==> config.mk <==
export PLATFORM = sky130hd
export DESIGN_NAME = i2c_bit_level_master_unit
export DESIGN_NICKNAME = d
export VERILOG_FILES = /design/src/i2cblm_pkg.sv /design/src/i2cblm_step.sv /design/src/i2c_bit_level_master_unit.sv
export SDC_FILE = /design/constraint.sdc
export NUM_CORES = 1
export LEC_CHECK = 0
export BUFFER_PORTS_ARGS = -buffer_cell sky130_fd_sc_hd__buf_2
export CAP_MARGIN = 20
export CORE_ASPECT_RATIO = 1.1
export CORE_UTILIZATION = 35
export DETAILED_ROUTE_END_ITERATION = 10
export GPL_ROUTABILITY_DRIVEN = 1
export GPL_TIMING_DRIVEN = 0
export MAX_ROUTING_LAYER = met4
export PLACE_DENSITY_LB_ADDON = 0.08
export SETUP_SLACK_MARGIN = 0.1
export SLEW_MARGIN = 0
export SYNTH_ARGS = -nofsm -noshare
export SYNTH_HDL_FRONTEND = slang
export SYNTH_SLANG_ARGS = --single-unit
==> constraint.sdc <==
create_clock -name i_clk -period 3.15 [get_ports i_clk]
set_input_delay 0.4725 -clock i_clk [delete_from_list [all_inputs] [get_ports i_clk]]
set_output_delay 0.4725 -clock i_clk [all_outputs]
set_load 0.01 [all_outputs]
==> src/i2cblm_pkg.sv <==
// Package with the command codes, state types and result types of the I2C bit-level master.
`timescale 1ns / 1ps

package i2cblm_pkg;

    localparam logic [2:0] OP_TICK  = 3'd0;
    localparam logic [2:0] OP_START = 3'd1;
    localparam logic [2:0] OP_STOP  = 3'd2;
    localparam logic [2:0] OP_WRITE = 3'd3;
    localparam logic [2:0] OP_READ  = 3'd4;

    localparam logic [4:0] PHASE_ACK  = 5'd16;
    localparam logic [7:0] BYTE_MSB   = 8'h80;
    localparam logic [7:0] BYTE_LSB   = 8'h01;

    typedef enum logic [4:0] {
        CMD_IDLE  = 5'b00001,
        CMD_START = 5'b00010,
        CMD_STOP  = 5'b00100,
        CMD_WRITE = 5'b01000,
        CMD_READ  = 5'b10000
    } t_cmd;

    typedef struct packed {
        t_cmd       cmd;
        logic [4:0] phase;
        logic [7:0] shift;
        logic       ack_hold;
        logic       scl;
        logic       sda;
        logic       last_ack;
        logic [7:0] rx_last;
    } t_state;

    typedef struct packed {
        logic       scl_level;
        logic       sda_release;
        logic       busy_res;
        logic       done_res;
        logic [7:0] rx_byte;
        logic       ack_seen;
    } t_result;

endpackage

==> src/i2cblm_step.sv <==
// Next-state and result logic for one half-bit tick of the I2C bit-level master.
`timescale 1ns / 1ps

module i2cblm_step (
    input  i2cblm_pkg::t_state  i_state,
    input  logic [2:0]          i_opcode,
    input  logic [7:0]          i_tx_byte,
    input  logic                i_ack_to_send,
    input  logic                i_sda_in,
    output i2cblm_pkg::t_state  o_state,
    output i2cblm_pkg::t_result o_result
);

    i2cblm_pkg::t_state s;
    logic               busy;
    logic               done;

    always_comb begin
        s    = i_state;
        busy = 1'b0;
        done = 1'b0;

        if (s.cmd == i2cblm_pkg::CMD_IDLE) begin
            unique case (i_opcode)
                i2cblm_pkg::OP_START: begin
                    s.cmd   = i2cblm_pkg::CMD_START;
                    s.phase = '0;
                end
                i2cblm_pkg::OP_STOP: begin
                    s.cmd   = i2cblm_pkg::CMD_STOP;
                    s.phase = '0;
                end
                i2cblm_pkg::OP_WRITE: begin
                    s.cmd   = i2cblm_pkg::CMD_WRITE;
                    s.phase = '0;
                    s.shift = i_tx_byte;
                end
                i2cblm_pkg::OP_READ: begin
                    s.cmd      = i2cblm_pkg::CMD_READ;
                    s.phase    = '0;
                    s.shift    = '0;
                    s.ack_hold = i_ack_to_send;
                end
                default: begin
                end
            endcase
        end

        unique case (s.cmd)
            i2cblm_pkg::CMD_START: begin
                busy = 1'b1;
                if (s.phase == 5'd0) begin
                    s.sda = 1'b1;
                    s.scl = 1'b1;
                end else if (s.phase == 5'd1) begin
                    s.sda = 1'b0;
                end else begin
                    s.scl = 1'b0;
                    done  = 1'b1;
                end
            end
            i2cblm_pkg::CMD_STOP: begin
                busy = 1'b1;
                if (s.phase == 5'd0) begin
                    s.sda = 1'b0;
                    s.scl = 1'b1;
                end else begin
                    s.sda = 1'b1;
                    done  = 1'b1;
                end
            end
            i2cblm_pkg::CMD_WRITE: begin
                busy = 1'b1;
                if (s.phase < i2cblm_pkg::PHASE_ACK) begin
                    if (!s.phase[0]) begin
                        s.sda   = (s.shift & i2cblm_pkg::BYTE_MSB) != 8'h00;
                        s.shift = {s.shift[6:0], 1'b0};
                        s.scl   = 1'b1;
                    end else begin
                        s.scl = 1'b0;
                    end
                end else if (s.phase == i2cblm_pkg::PHASE_ACK) begin
                    s.sda      = 1'b1;
                    s.scl      = 1'b1;
                    s.last_ack = i_sda_in;
                end else begin
                    s.scl = 1'b0;
                    done  = 1'b1;
                end
            end
            i2cblm_pkg::CMD_READ: begin
                busy = 1'b1;
                if (s.phase < i2cblm_pkg::PHASE_ACK) begin
                    s.sda = 1'b1;
                    if (!s.phase[0]) begin
                        s.scl   = 1'b1;
                        s.shift = {s.shift[6:0], 1'b0}
                                  | ({7'd0, i_sda_in} & i2cblm_pkg::BYTE_LSB);
                    end else begin
                        s.scl = 1'b0;
                    end
                end else if (s.phase == i2cblm_pkg::PHASE_ACK) begin
                    s.sda = s.ack_hold;
                    s.scl = 1'b1;
                end else begin
                    s.scl     = 1'b0;
                    s.rx_last = s.shift;
                    done      = 1'b1;
                end
            end
            default: begin
            end
        endcase

        if (done) begin
            s.cmd   = i2cblm_pkg::CMD_IDLE;
            s.phase = '0;
        end else if (busy) begin
            s.phase = s.phase + 5'd1;
        end

        o_state              = s;
        o_result.scl_level   = s.scl;
        o_result.sda_release = s.sda;
        o_result.busy_res    = busy;
        o_result.done_res    = done;
        o_result.rx_byte     = s.rx_last;
        o_result.ack_seen    = s.last_ack;
    end

endmodule

==> src/i2c_bit_level_master_unit.sv <==
// Top level of the I2C bit-level master: tick state register and result register.
// The result is registered and appears in the cycle after its tick is accepted.
// Throughput: one tick per cycle while no untaken result stalls the input; the tick logic
// is a single pass into the state register; a taken result frees the result register.
// Reset (synchronous, active low) sets the engine idle with SCL and SDA released high,
// clears the shift, acknowledge and received-byte state, and empties the result register.
`timescale 1ns / 1ps

module i2c_bit_level_master_unit (
    input  logic       i_clk,
    input  logic       i_rst_n,
    input  logic       i_in_valid,
    output logic       o_in_ready,
    input  logic [2:0] i_opcode,
    input  logic [7:0] i_tx_byte,
    input  logic       i_ack_to_send,
    input  logic       i_sda_in,
    output logic       o_out_valid,
    input  logic       i_out_ready,
    output logic       o_scl_level,
    output logic       o_sda_release,
    output logic       o_busy_res,
    output logic       o_done_res,
    output logic [7:0] o_rx_byte,
    output logic       o_ack_seen
);

    i2cblm_pkg::t_state  r_state;
    i2cblm_pkg::t_state  n_state;
    i2cblm_pkg::t_result r_result;
    i2cblm_pkg::t_result n_result;
    logic                r_out_valid;
    logic                accept;

    assign o_in_ready = !r_out_valid || i_out_ready;
    assign accept     = i_in_valid && o_in_ready;

    i2cblm_step u_step (
        .i_state       (r_state),
        .i_opcode      (i_opcode),
        .i_tx_byte     (i_tx_byte),
        .i_ack_to_send (i_ack_to_send),
        .i_sda_in      (i_sda_in),
        .o_state       (n_state),
        .o_result      (n_result)
    );

    always_ff @(posedge i_clk) begin
        if (!i_rst_n) begin
            r_state.cmd      <= i2cblm_pkg::CMD_IDLE;
            r_state.phase    <= '0;
            r_state.shift    <= '0;
            r_state.ack_hold <= 1'b0;
            r_state.scl      <= 1'b1;
            r_state.sda      <= 1'b1;
            r_state.last_ack <= 1'b0;
            r_state.rx_last  <= '0;
            r_out_valid      <= 1'b0;
        end else begin
            if (accept) begin
                r_state <= n_state;
            end
            if (accept) begin
                r_out_valid <= 1'b1;
            end else if (i_out_ready) begin
                r_out_valid <= 1'b0;
            end
        end
    end

    always_ff @(posedge i_clk) begin
        if (accept) begin
            r_result <= n_result;
        end
    end

    assign o_out_valid   = r_out_valid;
    assign o_scl_level   = r_result.scl_level;
    assign o_sda_release = r_result.sda_release;
    assign o_busy_res    = r_result.busy_res;
    assign o_done_res    = r_result.done_res;
    assign o_rx_byte     = r_result.rx_byte;
    assign o_ack_seen    = r_result.ack_seen;

endmodule

==> impl_metrics.tcl, run 1 <==
set metrics [dict create \
    result_of_the_run "completed" \
    final_layout_size_suffix_gt1_share_pct 22.5 \
    cts.path.max_buffers 2 \
    finish.cell_count_without_fillers 398 \
    synthesis.area_um2 2480 \
    synth_sequential_area_ratio_pct 40.7 \
    drv.max_cap_violation_count 0 \
    vias_after_detailed_routing 2225 \
    globalRouteOverflowTotal 0 \
    final_net_count 333 \
    detail_route.first_pass.iterations 7 \
    netlist_top_cells_area "sky130_fd_sc_hd__dfxtp_1 25%, sky130_fd_sc_hd__edfxtp_1 16%, sky130_fd_sc_hd__nand2_1 5.4%" \
    timing_hold_violations_final 0 \
    criticalPathCategory "flop to flop" \
    cts-htree-levels 2 \
    timing_max_transition_violations_final 0 \
    dieHeight_um 90.3 \
    setup-violations-final 0 \
    asyncSetResetFlopFracSynth_pct 0 \
    register_area_um2 1010 \
    preCtsSetupSlack_ns -0.111 \
    core_region_area_um2 6710 \
    placedInstanceArea_um2 2760 \
    r2r_start "r_state[25]" \
    timing.critical_path.fanout_max 10 \
    floorplan.initialDensity_pct 37.0 \
    insertion_delay_ns 0.30 \
    final.setup_skew_ns 0.00706 \
    tritoncts.num_buffers 5 \
    clock_tree.root_cell "sky130_fd_sc_hd__clkbuf_8" \
    timing.critical_path.from_type "flop" \
    synth_top_cells_by_count "36 x sky130_fd_sc_hd__nand2_1, 31 x sky130_fd_sc_hd__dfxtp_1, 20 x sky130_fd_sc_hd__a21oi_1, 13 x sky130_fd_sc_hd__edfxtp_1, 13 x sky130_fd_sc_hd__nor2_1" \
    synth_edf_count 13 \
    tritoncts "done" \
    dp_cells 389 \
    tightestPinTransition_ns 0.869 \
    route.detailed.wl_per_inst_um 17.2 \
    detailedRoute.firstIterationViolations 91 \
    netlist-cell-type-count 64 \
    dieWidth_um 82.3 \
    dp_hpwl_um 5010 \
    max_freq_ghz 0.349 \
    clock_sink_count 44 \
    antenna_left 0 \
    critPathCapture "r_state[24]" \
    grt_start_max_net_pins 15 \
    route.final.wire_length_um 6850 \
    timing.hold.ws_ns 0.404 \
    average_size_of_a_mapped_cell_um2 9.03 \
    synthesized_nets 293 \
    antenna_found_initial 0 \
    antenna-diode-count 0 \
    row_count 31 \
    rr_worst_depth 11 \
    worst-endpoint-required_ns 3.34 \
    leakage_nw 1.08 \
    via_count_of_the_first_global_routing_pass 2133 \
    clk_transition_reported_paths_ns 0.08 \
    die_area_um2 7430 \
    port-buffer-count 31 \
    hold_path.class "primary input to flop" \
    synth_area_leader_cell "sky130_fd_sc_hd__dfxtp_1" \
    r2r_setup_slack_ns 0.28 \
    area_growth_pct 16.1 \
    grt_pass1_wl_um 11200 \
    final_min_period_over_clock_period_pct 91.0 \
    floorplan.io_pins 32 \
    cp.arrival_ns 3.06 \
    worstSetupStartpoint "r_state[25]" \
    rsz0062_at_grt "true" \
    design_area_um2 2880 \
    worst_slew_margin_rel_pct 41.8 \
    multi_input_area_um2 1350 \
    synth_warnings 0 \
    synth_top_cell_area_share_pct 25.0 \
    layout.core_utilization_pct 42.9 \
    track_usage_pct 20.5 \
    r2r-end "r_state[24]" \
    globalplace.congestion 0.879 \
    synth.ff_latch_count 44 \
    n_fill_cell 701 \
    drt_drc_violations_left 0 \
    critical_path.endpoint_type "flop" \
    power.density_nw_per_um2 450 \
    fin_ws_ns 0.282 \
    vias_per_cell 5.59 \
    max-vdd-ir-drop_v 0.000187 \
    period_needed_ns 2.87 \
    ys.flop_type "sky130_fd_sc_hd__dfxtp_1" \
    synthesis.instances 275 \
    synth.most_common_cell "sky130_fd_sc_hd__nand2_1" \
]
-- area by class of cell --
cell class	instances	share of cell area, %
Multi-Input combinational cell	203	46.8
Timing Repair Buffer	33	6.17
Inverter	9	1.17
Buffer	19	3.34
Clock buffer	5	2.39
Sequential cell	44	35.1
Clock inverter	3	1.48
Tap cell	82	3.56
-- how the worst min path moves through the flow --
stage / from / endpoint / cells after the start / slack, ns
2_1_floorplan: r_state[0] / r_state[0] / 2 / 0.43
3_3_place_gp: r_state[1] / r_state[1] / 2 / 0.44
3_5_place_dp: r_state[5] / r_state[5] / 2 / 0.45
4_1_cts: i_ack_to_send / r_state[11] / 3 / 0.40
5_1_grt: i_in_valid / o_out_valid / 3 / 0.43
6_report: i_ack_to_send / r_state[11] / 3 / 0.40
-- registers in the layout (all words and copies together) (netlist names) --
| name | count |
|---|---|
| o_done_res | 1 |
| r_state | 30 |
| o_ack_seen | 1 |
| o_out_valid | 1 |
| o_scl_level | 1 |
| o_rx_byte | 8 |
| o_sda_release | 1 |
| o_busy_res | 1 |
-- metrics by stage --
| stage | total power, mW | setup TNS, ns |
|---|---|---|
| finish | 1.30 | 0 |
| global route | 1.36 | 0 |
| CTS | 1.30 | 0 |
| detailed placement | 0.871 | -0.122 |
| global placement | 0.869 | -0.241 |
| floorplan | 0.791 | 0 |
-- repair_timing --
| action | CTS | global route |
|---|---|---|
| endpoints found under the setup margin | 0 | 28 |
| resized for setup | 0 | 3 |
| setup buffers | 0 | 1 |
| hold buffers | 0 | 0 |
-- worst max-delay path, cell delays in order, from the launching register on --
cell and delay [ns]:
sky130_fd_sc_hd__dfxtp_1 0.30, sky130_fd_sc_hd__buf_2 0.17, sky130_fd_sc_hd__and2b_1 0.25, sky130_fd_sc_hd__nand4_1 0.21
sky130_fd_sc_hd__nand2_1 0.13, sky130_fd_sc_hd__ha_1 0.29, sky130_fd_sc_hd__a21boi_2 0.16, sky130_fd_sc_hd__nand2_1 0.11
sky130_fd_sc_hd__or4_1 0.52, sky130_fd_sc_hd__buf_2 0.18, sky130_fd_sc_hd__and4b_1 0.18, sky130_fd_sc_hd__o31a_1 0.26
-- per-layer routing --
layer,vias to the layer above,global-route usage (%),routed length (µm)
met1,1048,27.4,3320
met3,12,3.74,261
met2,43,30.7,3140
met5,-,-,0
met4,0,6.87,133
li1,1122,-,-
-- logic make-up (layout without fill, tap and decap cells) --
family | after synthesis | in the layout | share of synthesized area [%]
simple gates | 99 | 99 | 22.3
compound gates | 81 | 81 | 21.9
flops | 44 | 44 | 40.7
buf+inv | 28 | 69 | 5.24
mux | 20 | 20 | 8.62
xor+xnor | 2 | 2 | 0.706
fa+ha+maj | 1 | 1 | 0.504
-- layout by cell type (no fill, tap or decap), drive strengths merged, types with 2 or more instances in the layout --
master | synthesis | layout
buf | 11 | 44
nand2b | 2 | 2
and4 | 2 | 2
mux2 | 11 | 11
and3 | 3 | 3
dfxtp | 31 | 31
a21oi | 20 | 20
inv | 8 | 8
o31a | 2 | 2
clkinv | 1 | 3
a211oi | 6 | 6
a21boi | 2 | 2
nor4 | 5 | 5
nor4b | 2 | 2
a41oi | 2 | 2
o21ba | 2 | 2
a31oi | 3 | 3
mux2i | 9 | 9
o211ai | 2 | 2
or4 | 2 | 2
nand2 | 36 | 36
edfxtp | 13 | 13
clkbuf | 8 | 13
nand3 | 10 | 10
nand4 | 6 | 6
xnor2 | 2 | 2
nor2 | 14 | 14
o21ai | 19 | 19
a22o | 8 | 8
nor3 | 5 | 5
and4bb | 2 | 2
-- power by group --
group | internal [mW] | total [mW] | leakage (nW) | switching (mW)
clock network | 0.235 | 0.434 | 0.0558 | 0.199
registers | 0.607 | 0.616 | 0.378 | 0.00932
logic | 0.0883 | 0.247 | 0.650 | 0.159
total | 0.930 | 1.30 | 1.08 | 0.367
No activity file was read; power rests on OpenSTA's default activity.
==> run 2: changes to the inputs <==
--- a/config.mk
+++ b/config.mk
@@ -8,12 +8,13 @@
 export BUFFER_PORTS_ARGS = -buffer_cell sky130_fd_sc_hd__buf_2
 export CAP_MARGIN = 20
 export CORE_ASPECT_RATIO = 1.1
-export CORE_UTILIZATION = 35
+export CORE_UTILIZATION = 55
 export DETAILED_ROUTE_END_ITERATION = 10
 export GPL_ROUTABILITY_DRIVEN = 1
 export GPL_TIMING_DRIVEN = 0
 export MAX_ROUTING_LAYER = met4
 export PLACE_DENSITY_LB_ADDON = 0.08
+export RECOVER_POWER = 100
 export SETUP_SLACK_MARGIN = 0.1
 export SLEW_MARGIN = 0
 export SYNTH_ARGS = -nofsm -noshare
==> impl_metrics.tcl, run 2 (synthesis gave the netlist of run 1 again) <==
set metrics [dict create \
    timing.hold.ws_ns 0.404 \
    floorplan.io_pins 32 \
    route.detailed.wl_per_inst_um 17.7 \
    dp_hpwl_um 4630 \
    drt_drc_violations_left 0 \
    timing_hold_violations_final 0 \
    dieHeight_um 72.5 \
    rr_worst_depth 11 \
    clock_sink_count 44 \
    vias_after_detailed_routing 2289 \
    leakage_nw 1.04 \
    detailedRoute.firstIterationViolations 211 \
    r2r-end "r_state[24]" \
    whs_endpoint "o_out_valid" \
    vias_per_cell 6.17 \
    antenna_left 0 \
    clk_transition_reported_paths_ns 0.09 \
    power.density_nw_per_um2 464 \
    track_usage_pct 30.2 \
    final_cell_mix "36 x sky130_fd_sc_hd__nand2_1, 31 x sky130_fd_sc_hd__dfxtp_1, 26 x sky130_fd_sc_hd__clkbuf_1" \
    core_region_area_um2 4320 \
    top_register "r_state" \
    timing.critical_path.from_type "flop" \
    dieWidth_um 66.1 \
    preCtsSetupSlack_ns -0.137 \
    worst_hold_startpoint "i_in_valid" \
    critical_path.endpoint_type "flop" \
    antenna_found_initial 0 \
    tritoncts.num_buffers 5 \
    tightestPinTransition_ns 1.19 \
    final_min_period_over_clock_period_pct 93.2 \
    timing.critical_path.fanout_max 10 \
    max_freq_ghz 0.341 \
    globalRouteOverflowTotal 0 \
    antenna-diode-count 0 \
    grt_pass1_wl_um 10500 \
    multi_input_area_um2 1330 \
    setup-violations-final 0 \
    rsz0062_at_grt "false" \
    die_area_um2 4790 \
    insertion_delay_ns 0.31 \
    cp.arrival_ns 3.14 \
    via_count_of_the_first_global_routing_pass 2092 \
    area_growth_pct 12.9 \
    max-vdd-ir-drop_v 0.000317 \
    worst_slew_margin_rel_pct 19.9 \
    row_count 25 \
    floorplan.initialDensity_pct 57.5 \
    totalNegativeSetupSlack_ns 0 \
    r2r_start "r_state[25]" \
    timing_max_transition_violations_final 0 \
    final_net_count 334 \
    cts-htree-levels 2 \
    detail_route.first_pass.iterations 4 \
    register_area_um2 1010 \
    largest_register_ff_count 30 \
    period_needed_ns 2.94 \
    route.final.wire_length_um 6580 \
    drv.max_cap_violation_count 0 \
    result_of_the_run "completed" \
    criticalPathCategory "flop to flop" \
    final_layout_size_suffix_gt1_share_pct 14.8 \
    hold_path.class "primary input to flop" \
    min_delay_path_depth 3 \
    final.setup_skew_ns 0.0116 \
    fin_ws_ns 0.213 \
    worst-endpoint-required_ns 3.35 \
    port-buffer-count 31 \
    grt_start_max_net_pins 15 \
    globalplace.congestion 0.939 \
    r2r_setup_slack_ns 0.21 \
    cts.path.max_buffers 2 \
    cts_hold_repair_buffers 0 \
    clock_tree.root_cell "sky130_fd_sc_hd__clkbuf_8" \
    n_fill_cell 390 \
    tritoncts "done" \
    final_common_cell "sky130_fd_sc_hd__nand2_1" \
]
run 2: cell count changes in the layout (fill, tap and decap cells not counted), sizes merged:
cell,delta
clkbuf,+19
buf,-18
run 2: area by class of cell:
class,count,share of cell area [%]
plain buffers,19,3.30
flip-flops and latches,44,36.1
inverters,9,1.21
well taps,54,2.41
clock buffers,5,2.46
clock inverters,3,1.52
repair buffers,34,5.49
multi-input cells,203,47.5
run 2: worst max path at each step:
| stage | startpoint | end | slack (ns) | cells after the start |
|---|---|---|---|---|
| after detailed placement | i_opcode[0] | r_state[24] | -0.14 | 11 |
| after floorplan | i_opcode[0] | r_state[24] | 0.27 | 10 |
| final | r_state[25] | r_state[24] | 0.21 | 11 |
| after global placement | i_opcode[0] | r_state[24] | -0.21 | 11 |
| after global routing | r_state[27] | r_state[15] | 0.06 | 8 |
| after CTS | r_state[25] | r_state[24] | 0.11 | 11 |
run 2: metal layers:
metal  vias to the layer above  global-route usage (%)  share of wire [%]
li1                       1118                       -                  -
met1                      1104                    40.6                 47
met2                        58                    46.7                 47
met3                         9                    5.03                4.8
met4                         0                    8.51                1.3
met5                         -                       -                  0
run 2: worst max-delay path: stages (launching register included):
cell	delay (ns)
sky130_fd_sc_hd__dfxtp_1	0.30
sky130_fd_sc_hd__buf_2	0.16
sky130_fd_sc_hd__and2b_1	0.25
sky130_fd_sc_hd__nand4_1	0.23
sky130_fd_sc_hd__nand2_1	0.15
sky130_fd_sc_hd__ha_2	0.25
sky130_fd_sc_hd__a21boi_1	0.18
sky130_fd_sc_hd__nand2_1	0.12
sky130_fd_sc_hd__or4_1	0.55
sky130_fd_sc_hd__buf_2	0.18
sky130_fd_sc_hd__and4b_1	0.19
sky130_fd_sc_hd__o31a_1	0.27
run 2: power by group:
group | switching (mW) | leakage, nW | internal (mW)
clock network | 0.211 | 0.0558 | 0.235
registers | 0.00943 | 0.378 | 0.607
logic | 0.155 | 0.603 | 0.0822
total | 0.375 | 1.04 | 0.924
run 2: metrics by stage:
step,utilization (%),cell area (µm²),cells,power [mW]
finish,64.9,2800,371,1.30
global route,64.9,2800,371,1.35
CTS,65.6,2830,369,1.30
detailed placement,63.0,2720,361,0.867
global placement,62.7,2710,360,0.863
floorplan,-,2480,275,0.791
run 2: what timing repair did:
| action | CTS | global route |
|---|---|---|
| setup endpoints to repair | 0 | 9 |
| resized for setup | 0 | 2 |
| buffers inserted | 0 | 2 |
